===== src/hw/rtl/stag_pkg.sv =====
`default_nettype none
// ----------------------------------------------------------------------------
// stag_pkg
// Shared constants, register codes and link types of the strided address
// generator.
// ----------------------------------------------------------------------------
package stag_pkg;

    localparam int MAX_RANK   = 8;
    localparam int DIM_WIDTH  = 16;
    localparam int ADDR_WIDTH = 32;

    localparam int SLOT_COUNT = 8;
    localparam int SLOT_W     = 16;
    localparam int STRIDE_W   = 16;
    localparam int RANK_W     = 4;
    localparam int CFG_IDX_W  = 3;
    localparam int CFG_DATA_W = 64;
    localparam int OFS_W      = 36;
    localparam int DEST_W     = 32;
    localparam int PROD_W     = DIM_WIDTH + STRIDE_W;

    typedef enum logic [CFG_IDX_W-1:0] {
        REG_RANK         = 3'd0,
        REG_BASE_OFFSET  = 3'd1,
        REG_SIZES_LOW    = 3'd2,
        REG_SIZES_HIGH   = 3'd3,
        REG_STRIDES_LOW  = 3'd4,
        REG_STRIDES_HIGH = 3'd5,
        REG_STORAGE_SIZE = 3'd6
    } t_cfg_reg;

    // handed from cell k+1 to cell k
    typedef struct packed {
        logic              carry;
        logic              used;
        logic [PROD_W-1:0] span;
    } t_link;

    // per-word side data that travels with the offset pipeline
    typedef struct packed {
        logic                  last;
        logic                  empty;
        logic [ADDR_WIDTH-1:0] lin;
    } t_side;

endpackage
`default_nettype wire


===== src/hw/rtl/stag_sum.sv =====
`default_nettype none
// ----------------------------------------------------------------------------
// stag_sum
// Two-level registered adder tree: eight products to two partial sums.
// ----------------------------------------------------------------------------
module stag_sum
    import stag_pkg::*;
(
    input  wire logic                                 i_clk,
    input  wire logic                                 i_en_pair,
    input  wire logic                                 i_en_quad,
    input  wire logic [SLOT_COUNT-1:0][PROD_W-1:0]    i_terms,
    output      logic [1:0][OFS_W-1:0]                o_quad
);

    logic [SLOT_COUNT/2-1:0][OFS_W-1:0] r_pair;
    logic [1:0][OFS_W-1:0]              r_quad;

    always_ff @(posedge i_clk) begin
        if (i_en_pair) begin
            for (int j = 0; j < SLOT_COUNT/2; j++) begin
                r_pair[j] <= OFS_W'(i_terms[2*j]) + OFS_W'(i_terms[2*j+1]);
            end
        end
    end

    always_ff @(posedge i_clk) begin
        if (i_en_quad) begin
            for (int q = 0; q < 2; q++) begin
                r_quad[q] <= r_pair[2*q] + r_pair[2*q+1];
            end
        end
    end

    assign o_quad = r_quad;

endmodule
`default_nettype wire

===== config.mk =====
export PLATFORM = sky130hd
export DESIGN_NAME = stag_sum
export DESIGN_NICKNAME = d
export VERILOG_FILES = /design/src/hw/rtl/stag_pkg.sv /design/src/hw/rtl/stag_sum.sv
export SDC_FILE = /design/constraint.sdc
export NUM_CORES = 1
export LEC_CHECK = 0
export BUFFER_PORTS_ARGS = -buffer_cell sky130_fd_sc_hd__buf_2
export CELL_PAD_IN_SITES_DETAIL_PLACEMENT = 0
export CELL_PAD_IN_SITES_GLOBAL_PLACEMENT = 1
export CORE_MARGIN = 2
export CORE_UTILIZATION = 43
export CTS_CLUSTER_SIZE = 12
export DETAILED_ROUTE_END_ITERATION = 10
export PLACE_DENSITY_LB_ADDON = 0.12
export REMOVE_ABC_BUFFERS = 1
export SLEW_MARGIN = 20
export SYNTH_ARGS = -nofsm -noshare
export SYNTH_HDL_FRONTEND = slang
export SYNTH_SLANG_ARGS = --single-unit

===== constraint.sdc =====
create_clock -name i_clk -period 3.9 [get_ports i_clk]
set_clock_uncertainty 0.1 [all_clocks]
set_input_delay 0.39 -clock i_clk [delete_from_list [all_inputs] [get_ports i_clk]]
set_output_delay 0.39 -clock i_clk [all_outputs]
set_load 0.01 [all_outputs]

==> summary.txt <==
Logic synthesis
  – Unique masters post-synth: 78
  – FFs w/ async S/R, synth: 0%
  – Synth top area share: 38.53%
  – Sequential share of the synthesized area: about two fifths
  – Yosys Warn Count: 0
  – Post-synth EDFFs: 200
  – Synth Instances: 1530
  – Yosys reg bits: 200
  – Synth Cell Area: about 16000 sq um
  – Most used DFF post-synth: edfxtp_1
  – Avg Cell Area, Syn: 10.19 sq um
  – Synth top area cells: edfxtp_1 (39%), ha_1 (16%), xnor2_1 (6.6%), a21oi_1 (5.1%), a21o_1 (4.4%)
  – Synth area leader: edfxtp_1

Detailed routing
  – Router iterations before antenna repair: 10
  – Vias/cell: between 5 and 6
  – Antenna violation net count after detailed routing: 0
  – Wirelength per Cell: approximately 16 um
  – Residual DRC count: 12
  – DR iter-0 viols: between 700 and 800
  – Post-Route WL: 38300 um
  – Vias: roughly 13000

Worst hold path
  – Hold Startpoint: i_terms[224]
  – Min-Delay Path Class: in -> reg

Timing
  – Final Setup Violations: 0
  – Setup tns final: 0 ps
  – Slew headroom: about half
  – Final worst slack: between 500 and 600 ps
  – Final hold violation count: 0
  – Unrepaired setup endpoints after global routing: false
  – Max Freq: slightly below 0.3 GHz
  – Slew Limit Fails: 0
  – Crit share post-route: 86.25%
  – Worst slew pin tran: 765.2 ps
  – Period minus WS final: about 3400 ps

Layout
  – Layout cell share with drive strength beyond 1: between 20% and 30%
  – Post-layout util: 51.50%
  – Commonest non-fill, non-tap cell in the layout: buf_2
  – NumNets Final: approximately 2300
  – Area grow syn2layout: 17.81%
  – Most frequent cells in the layout: buf_2 (325), edfxtp_1 (200), ha_1 (194)

GRT
  – GR Layer Usage met1: between 20% and 30%
  – GRT busiest layer: met2
  – GR Util met3: approximately 2.6%
  – Met2 Track Usage GR: a little over a third
  – First-pass GRT wire length: just over 60000 um
  – Pin count of the biggest net entering global routing: approximately 130
  – Remaining Overflow, GRT: 0
  – All-Layer GR Usage: between 20% and 30%
  – Initial antenna violation count: 2
  – Vias in the first global route: between 10000 and 15000

Floorplanning
  – # rows: just under 70
  – Initial Utilization: a little over two fifths
  – Ports: ~330
  – Die Width: 194.4 um
  – Core Region: between 30000 and 40000 sq um
  – Die height: 194.4 um
  – DIE AREA: 37790 sq um

Clocking
  – CTS Sinks: 200
  – Hold buffers post-CTS: 0
  – Post CTS Setup Buffer Count: 0
  – CTS tree: done
  – Cts repair resizes: 0
  – Skew-Pair Late Insertion Delay: ~450 ps
  – Clk buf depth: 2
  – Root Driver: clkbuf_16
  – Clock-pin slew on the worst setup and hold paths: 80 ps
  – Clock buffer count from CTS: 17
  – CTS HTree Levels: 4

Worst setup path
  – CP startpoint kind: register
  – Worst Path Arrival: roughly 3500 ps
  – Crit. End Element: register
  – CP startpoint: r_pair[72]
  – R2r setup slk: around 540 ps
  – Data required time of the worst path: about 4000 ps
  – R2R Path Start: r_pair[72]
  – WS Path Type: reg -> reg
  – CP Max Fanout: 4

Power and ir drop
  – PD cells: roughly 470 nW/um^2
  – Design Power: about 8.5 mW
  – Leak: between 8 and 9 nW
  – Worst IR Drop VDD: 0.2712 mV

Outcome
  – Failing checks: design-rule violations
  – Status: finished, violations left

Place
  – Port Buffers: between 300 and 400
  – Pre-CTS setup slack: roughly 230 ps
  – GP Congestion: ~0.9
  – DP HPWL: between 30000 and 40000 um

Run
  – # Max-Cap Violations: 0
## metrics by stage
step           instances  hold WS (ps)  cell area [sq um]
6_report            2336         137.5              18360
5_1_grt             2336         128.0              18360
4_1_cts             2334         124.8              18360
3_5_place_dp        2302         439.5              17770
3_3_place_gp        2302         421.5              17770
2_1_floorplan       1506         402.5              15480
## per-layer routing
metal / vias up / share of wire [%]
li1: 6492 / -
met1: 5723 / 45
met2: 314 / 49
met3: 40 / 4.1
met4: 0 / 1.9
met5: - / 0
## synth_stat cells (all sizes together), types with 25 or more instances
cell type,count
a21o,92
xor2,47
nand3,29
ha,194
nand2,77
xnor2,117
o21a,25
o21ai,79
a31oi,27
nor2,97
inv,58
o21bai,35
edfxtp,200
nand4,25
a21oi,163
## logic make-up (layout without fill, tap and decap cells)
family | Yosys count | in the layout | share of synthesized area [%]
AOI/OAI and AO/OA | 530 | 530 | 22.57
xor gates and xnor gates | 164 | 164 | 9.216
adders and majority gates | 200 | 200 | 16.34
buffers and inverters | 85 | 425 | 2.167
DFF | 200 | 200 | 38.53
muxes | 3 | 3 | 0.1927
other | 1 | 6 | 0.02406
and+or+nand+nor | 347 | 347 | 10.95
## sequential cells by signal (all words and copies together), names as in the netlist
| register | cells |
|---|---|
| r_pair | 132 |
| o_quad | 68 |
## where the power goes
| part | total (mW) | leakage [nW] | internal (mW) | switching (mW) |
|---|---|---|---|---|
| clock | 1.80 | 0.287 | 0.961 | 0.835 |
| sequential | 3.21 | 1.96 | 3.07 | 0.140 |
| combinational | 3.54 | 5.86 | 1.54 | 2.00 |
| total | 8.55 | 8.11 | 5.57 | 2.97 |
## area by class of cell
class / count / area (sq um)
sequential: 200 / 6006
tap: 461 / 576.8
clock buffer: 17 / 425.4
antenna: 2 / 5.005
timing repair buffer: 335 / 1714
clock inverter: 15 / 163.9
inverter: 58 / 217.7
fill: 3338 / 17290
multi-input combinational: 1248 / 9254
## path summary, 6_finish.rpt
| kind | depth (start not counted) | endpoint |
|---|---|---|
| worst max-delay path | 12 | o_quad[58] |
| worst max register to register | 12 | o_quad[58] |
| worst min-delay path | 2 | r_pair[108] |
| worst min register to register | 1 | o_quad[0] |
## worst max-delay path, cell delays in order (launching register included)
cell and delay, ps:
edfxtp_1 380, ha_1 240, inv_1 80, fa_1 210
nor2b_1 70, o31a_1 280, o41ai_1 490, o31a_1 340
o21ai_1 190, a21o_1 210, a21oi_1 260, o21ai_1 130
xor2_1 150
(Power assumes the default switching activity.)
