===== src/hw/rtl/stag_pkg.sv =====
`default_nettype none
// ----------------------------------------------------------------------------
// stag_pkg
// Shared constants, register codes and link types of the strided address
// generator.
// ----------------------------------------------------------------------------
package stag_pkg;

    localparam int MAX_RANK   = 8;
    localparam int DIM_WIDTH  = 16;
    localparam int ADDR_WIDTH = 32;

    localparam int SLOT_COUNT = 8;
    localparam int SLOT_W     = 16;
    localparam int STRIDE_W   = 16;
    localparam int RANK_W     = 4;
    localparam int CFG_IDX_W  = 3;
    localparam int CFG_DATA_W = 64;
    localparam int OFS_W      = 36;
    localparam int DEST_W     = 32;
    localparam int PROD_W     = DIM_WIDTH + STRIDE_W;

    typedef enum logic [CFG_IDX_W-1:0] {
        REG_RANK         = 3'd0,
        REG_BASE_OFFSET  = 3'd1,
        REG_SIZES_LOW    = 3'd2,
        REG_SIZES_HIGH   = 3'd3,
        REG_STRIDES_LOW  = 3'd4,
        REG_STRIDES_HIGH = 3'd5,
        REG_STORAGE_SIZE = 3'd6
    } t_cfg_reg;

    // handed from cell k+1 to cell k
    typedef struct packed {
        logic              carry;
        logic              used;
        logic [PROD_W-1:0] span;
    } t_link;

    // per-word side data that travels with the offset pipeline
    typedef struct packed {
        logic                  last;
        logic                  empty;
        logic [ADDR_WIDTH-1:0] lin;
    } t_side;

endpackage
`default_nettype wire


===== src/hw/rtl/stag_cell.sv =====
`default_nettype none
// ----------------------------------------------------------------------------
// stag_cell
// One dimension of the walk: index counter with carry from the faster
// neighbor, stride product of the current word, and the view-flag products.
// ----------------------------------------------------------------------------
module stag_cell
    import stag_pkg::*;
(
    input  wire logic                 i_clk,
    input  wire logic                 i_rst_n,
    input  wire logic [DIM_WIDTH-1:0] i_size,
    input  wire logic [STRIDE_W-1:0]  i_stride,
    input  wire logic                 i_used,
    input  wire logic                 i_restart,
    input  wire logic                 i_accept,
    input  wire logic                 i_empty,
    input  wire logic                 i_load,
    input  wire t_link                i_link,
    output      t_link                o_link,
    output      logic [PROD_W-1:0]    o_item_prod,
    output      logic [PROD_W-1:0]    o_max_prod,
    output      logic                 o_ok
);

    logic [DIM_WIDTH-1:0] r_cnt;
    logic [DIM_WIDTH-1:0] n_cnt;
    logic [DIM_WIDTH-1:0] w_ceff;
    logic [DIM_WIDTH:0]   w_cinc;
    logic [DIM_WIDTH-1:0] w_size_m1;
    logic [PROD_W-1:0]    w_expect;
    logic                 w_at_end;
    logic [PROD_W-1:0]    r_item;
    logic [PROD_W-1:0]    r_max;
    logic [PROD_W-1:0]    r_span;
    logic                 r_ok;

    assign w_ceff    = i_restart ? '0 : r_cnt;
    assign w_cinc    = {1'b0, w_ceff} + (DIM_WIDTH+1)'(1);
    assign w_at_end  = !(w_cinc < {1'b0, i_size});
    assign w_size_m1 = i_size - DIM_WIDTH'(1);
    assign w_expect  = i_link.used ? i_link.span : PROD_W'(1);

    always_comb begin
        n_cnt = w_ceff;
        if (i_used && !i_empty && i_link.carry) begin
            n_cnt = w_at_end ? '0 : w_cinc[DIM_WIDTH-1:0];
        end
    end

    always_ff @(posedge i_clk) begin
        if (!i_rst_n) begin
            r_cnt <= '0;
        end else if (i_accept) begin
            r_cnt <= n_cnt;
        end
    end

    always_ff @(posedge i_clk) begin
        if (i_load) begin
            r_item <= i_used ? PROD_W'(w_ceff) * PROD_W'(i_stride) : '0;
        end
    end

    // view flags follow the registers every cycle
    always_ff @(posedge i_clk) begin
        r_max  <= i_used ? PROD_W'(w_size_m1) * PROD_W'(i_stride) : '0;
        r_span <= PROD_W'(i_stride) * PROD_W'(i_size);
        r_ok   <= !i_used || (PROD_W'(i_stride) == w_expect);
    end

    assign o_link.carry = i_link.carry && (w_at_end || !i_used);
    assign o_link.used  = i_used;
    assign o_link.span  = r_span;
    assign o_item_prod  = r_item;
    assign o_max_prod   = r_max;
    assign o_ok         = r_ok;

endmodule
`default_nettype wire


===== config.mk =====
export PLATFORM = sky130hd
export DESIGN_NAME = stag_cell
export DESIGN_NICKNAME = d
export VERILOG_FILES = /design/src/hw/rtl/stag_pkg.sv /design/src/hw/rtl/stag_cell.sv
export SDC_FILE = /design/constraint.sdc
export NUM_CORES = 2
export LEC_CHECK = 0
export BUFFER_PORTS_ARGS = -buffer_cell sky130_fd_sc_hd__buf_4
export CORE_MARGIN = 3
export CORE_UTILIZATION = 35
export DETAILED_ROUTE_END_ITERATION = 6
export PLACE_DENSITY_LB_ADDON = 0.15
export SYNTH_ARGS = -nofsm -noshare
export SYNTH_HDL_FRONTEND = slang
export SYNTH_SLANG_ARGS = --single-unit

===== constraint.sdc =====
create_clock -name i_clk -period 7 [get_ports i_clk]
set_clock_uncertainty 0.15 [all_clocks]
set_input_delay 0.35 -clock i_clk [delete_from_list [all_inputs] [get_ports i_clk]]
set_output_delay 0.35 -clock i_clk [all_outputs]
set_load 0.03 [all_outputs]

==> key figures <==
Outcome
  – Status: completed

Clock network
  – Inserted Clock Buffers: 17
  – Clock Latency Late Sink: ~500 ps
  – Clk sinks: between 100 and 150
  – CTS tree: built
  – Clk pin slew, worst setup/hold paths: around 60 ps
  – Root buffer cell: clkbuf_16
  – CTS Buffer Depth: 2
  – H-Tree Depth: 4

GRT
  – Number of global-route vias before repair: 25.2k
  – First-pass GRT wire length: between 100 and 150 mm
  – Initial antenna violation count: 2
  – Total gr overflow: 0
  – Tot GR Track Use: 0.202
  – Largest net degree at the start of global routing: 33

Worst setup path
  – Slowest-stage cell, CP: fa_1
  – Cell mode on critical path: fa_1
  – Crit path required time: ~7200 ps
  – Crit path largest cell delay: roughly 530 ps
  – R2R depth: 22
  – Worst setup SP type: input port
  – Worst Setup End Kind: flop
  – RR Startpoint: r_cnt[9]
  – WP data arrival: just under 7000 ps
  – Crit Path Category: input port to flop
  – Flop2flop setup slack: just under 400 ps
  – Critical Path Fanout Max: 7
  – RR Endpoint: o_item_prod[30]

Worst hold path
  – Hold Path Cell Cnt: 2
  – Sink of the worst hold path: r_cnt[1]
  – Hold path start: i_accept
  – Tightest Hold Check Type: input port to flop

Cells and area
  – Fin nets: ~4.7k
  – Layout cells sized above 1: 0.134
  – # fillers: ~8.6k
  – Antenna Cells: 0
  – Synth-to-Final Area Change: 15.8%
  – Fin area: around 35000 um^2

Floorplanning
  – Die X: 299 um
  – I/O pins: 172
  – FP Rows: 106
  – Die H: 299 um
  – Die area: ~90000 um^2
  – Core ar.: between 80000 and 90000 um^2
  – Starting Density: 0.356

Logic synthesis
  – Synth Area per Inst: around 8.8 um^2
  – Syn_nets: 4418
  – Synth Cell Area: 30100 um^2
  – Compound-cell area share of the yosys netlist: 0.0680
  – Number of synthesized flops with an enable pin: 32
  – Ys flop type: dfxtp_1
  – Cells after Synth: roughly 3.4k
  – Sequential-to-total area share from yosys stat: 0.0857
  – Yosys cell types: 75
  – Post-Synth Simple-Gate Area: 0.178
  – Post-Synth Adder-Cell Area: 0.524
  – Xor/xnor cell area share of the yosys netlist: 0.0279
  – Ys async rst share: 0
  – Largest family of logic cells by synthesized area: adder cells
  – Synthesis warning total: 0
  – Synth Register Bits: roughly 110
  – Multiplexer share of the synthesized area: 0.00515

Drt
  – Post-route DRC: 0
  – Post-DRT Antenna Nets: 0
  – Vias/cell: slightly below 5
  – DR pass1 iterations: 5
  – DR iter-0 viols: 1295
  – DRT Wirelength: approximately 86 mm
  – Wire per inst: between 15 and 20 um
  – Vias: roughly 23k

STA
  – TNS Setup: 0 ps
  – Final worst-path cycle share: 0.956
  – RSZ-0062 raised after global routing: false
  – Hold Violations, Final: 0
  – Fin crit period: around 6700 ps
  – Fmax: around 0.15 GHz
  – Slew Viols, Final: 0
  – Worst slew pin tran: approximately 750 ps
  – Normalized max-slew margin: 0.501
  – Hold_ws: ~71 ps
  – Final setup vio count: 0

Pwr
  – Tot Pwr: 15.9 mW
  – Max IR drop VDD: ~0.60 mV
  – Switching pwr: between 8 and 9 mW
  – Internal power: just under 8 mW
  – Leakage power: around 18 nW
  – Sequential group share of total power: 0.064
  – Combinational Power Share: 0.878
  – PD cells: roughly 460 nW/um^2
  – Clock power frac: 0.058
  – Switching share of power: 0.511

Place
  – DP HPWL: roughly 70 mm
  – Placed inst area: about 34000 um^2
  – Final GP Congestion: between 0.8 and 0.9
  – # port buffers: around 170

Job
  – Max-cap violations: 0
how the worst max path moves through the flow:
stage / end / slack [ps] / startpoint / cells after the start
global route: o_item_prod[25] / 20 / r_cnt[13] / 25
global placement: o_max_prod[28] / -290 / i_size[3] / 26
CTS: o_item_prod[25] / 140 / r_cnt[1] / 22
floorplan: o_max_prod[31] / 9 / i_size[5] / 26
finish: o_max_prod[25] / 310 / i_size[3] / 29
detailed placement: o_max_prod[28] / -270 / i_size[3] / 27
Yosys cell counts, types with 8 or more instances:
cell	n	area share
a21oi_1	72	0.012
nand3_1	37	0.0061
xnor2_1	66	0.019
nand2b_1	24	0.0050
a211oi_1	11	0.0027
and3_1	13	0.0027
edfxtp_1	32	0.032
o21ai_1	8	0.0013
nand3b_1	11	0.0027
o21ai_0	53	0.0088
clkbuf_1	160	0.020
fa_1	582	0.39
a21o_1	50	0.012
inv_1	712	0.089
nor4_1	10	0.0021
a22o_1	12	0.0035
nand4_1	10	0.0021
nand2_1	526	0.066
nor2_1	94	0.012
xor2_1	30	0.0087
ha_1	329	0.14
o21a_1	19	0.0047
mux2i_1	11	0.0037
dfxtp_1	81	0.054
nor3_1	24	0.0040
and2_1	290	0.060
nor2b_1	47	0.0098
registers in the layout, indices dropped and copies added, names as in the netlist:
name         flops
r_cnt           16
o_max_prod      32
o_ok             1
o_item_prod     32
r_span          32
cells in the final DEF (no fill, tap or decap), types with 46 or more instances in the layout:
cell type	count
a21o_1	50
a21oi_1	70
and2_1	289
buf_4	402
dfxtp_1	81
fa_1	580
ha_1	328
inv_1	710
nand2_1	525
nor2_1	94
nor2b_1	46
o21ai_0	53
xnor2_1	62
final cells by class:
type,count,area (um^2),share of cell area
multi-input combinational,2435,24300,0.698
timing repair buffer,417,3310,0.0949
inverter,712,2670,0.0766
sequential,113,2580,0.0741
tap,1134,1420,0.0407
clock buffer,18,439,0.0126
clock inverter,14,126,0.00362
cell families after synthesis:
logic type,Yosys count
AO/OA/AOI/OAI,302
XOR/XNOR,96
flip-flops,113
adder cells (fa/ha/maj),911
buffers and inverters,886
multiplexers,15
AND/OR/NAND/NOR,1111
critical path, delay by kind of cell:
| kind | cells | cell delay [ps] |
|---|---|---|
| AO/OA/AOI/OAI | 1 | 370 |
| XOR/XNOR | 2 | 260 |
| adder cells (fa/ha/maj) | 7 | 3350 |
| buffers and inverters | 10 | 1140 |
| AND/OR/NAND/NOR | 9 | 1380 |
through the flow:
step / cells / worst slack, ps / utilization
3_5_place_dp: 4809 / -269 / 0.405
2_1_floorplan: 3434 / 8.55 / -
5_1_grt: 4843 / 16.1 / 0.413
4_1_cts: 4842 / 139 / 0.412
3_3_place_gp: 4809 / -285 / 0.405
6_report: 4843 / 310 / 0.413
power by group through the flow:
stage / Sequential [mW] / Combinational (mW) / Clock, mW
floorplan: 1.34 / 8.51 / 0
global placement: 1.03 / 13.7 / 0
detailed placement: 1.03 / 13.6 / 0
CTS: 1.02 / 13.8 / 0.965
global route: 1.04 / 15.7 / 0.979
finish: 1.02 / 14.0 / 0.924
routing by layer:
| metal | part of all wire | track usage |
|---|---|---|
| met1 | 0.46 | 0.282 |
| met5 | 0.00014 | 0 |
| met3 | 0.053 | 0.0302 |
| met2 | 0.46 | 0.331 |
| met4 | 0.019 | 0.0478 |
repair_timing:
action,4_1_cts,5_1_grt
endpoints found under the setup margin,0,16
buffers inserted,0,1
resized for setup,0,19
hold buffers,1,0
hold endpoints to repair,4,0
(Power assumes the default switching activity.)
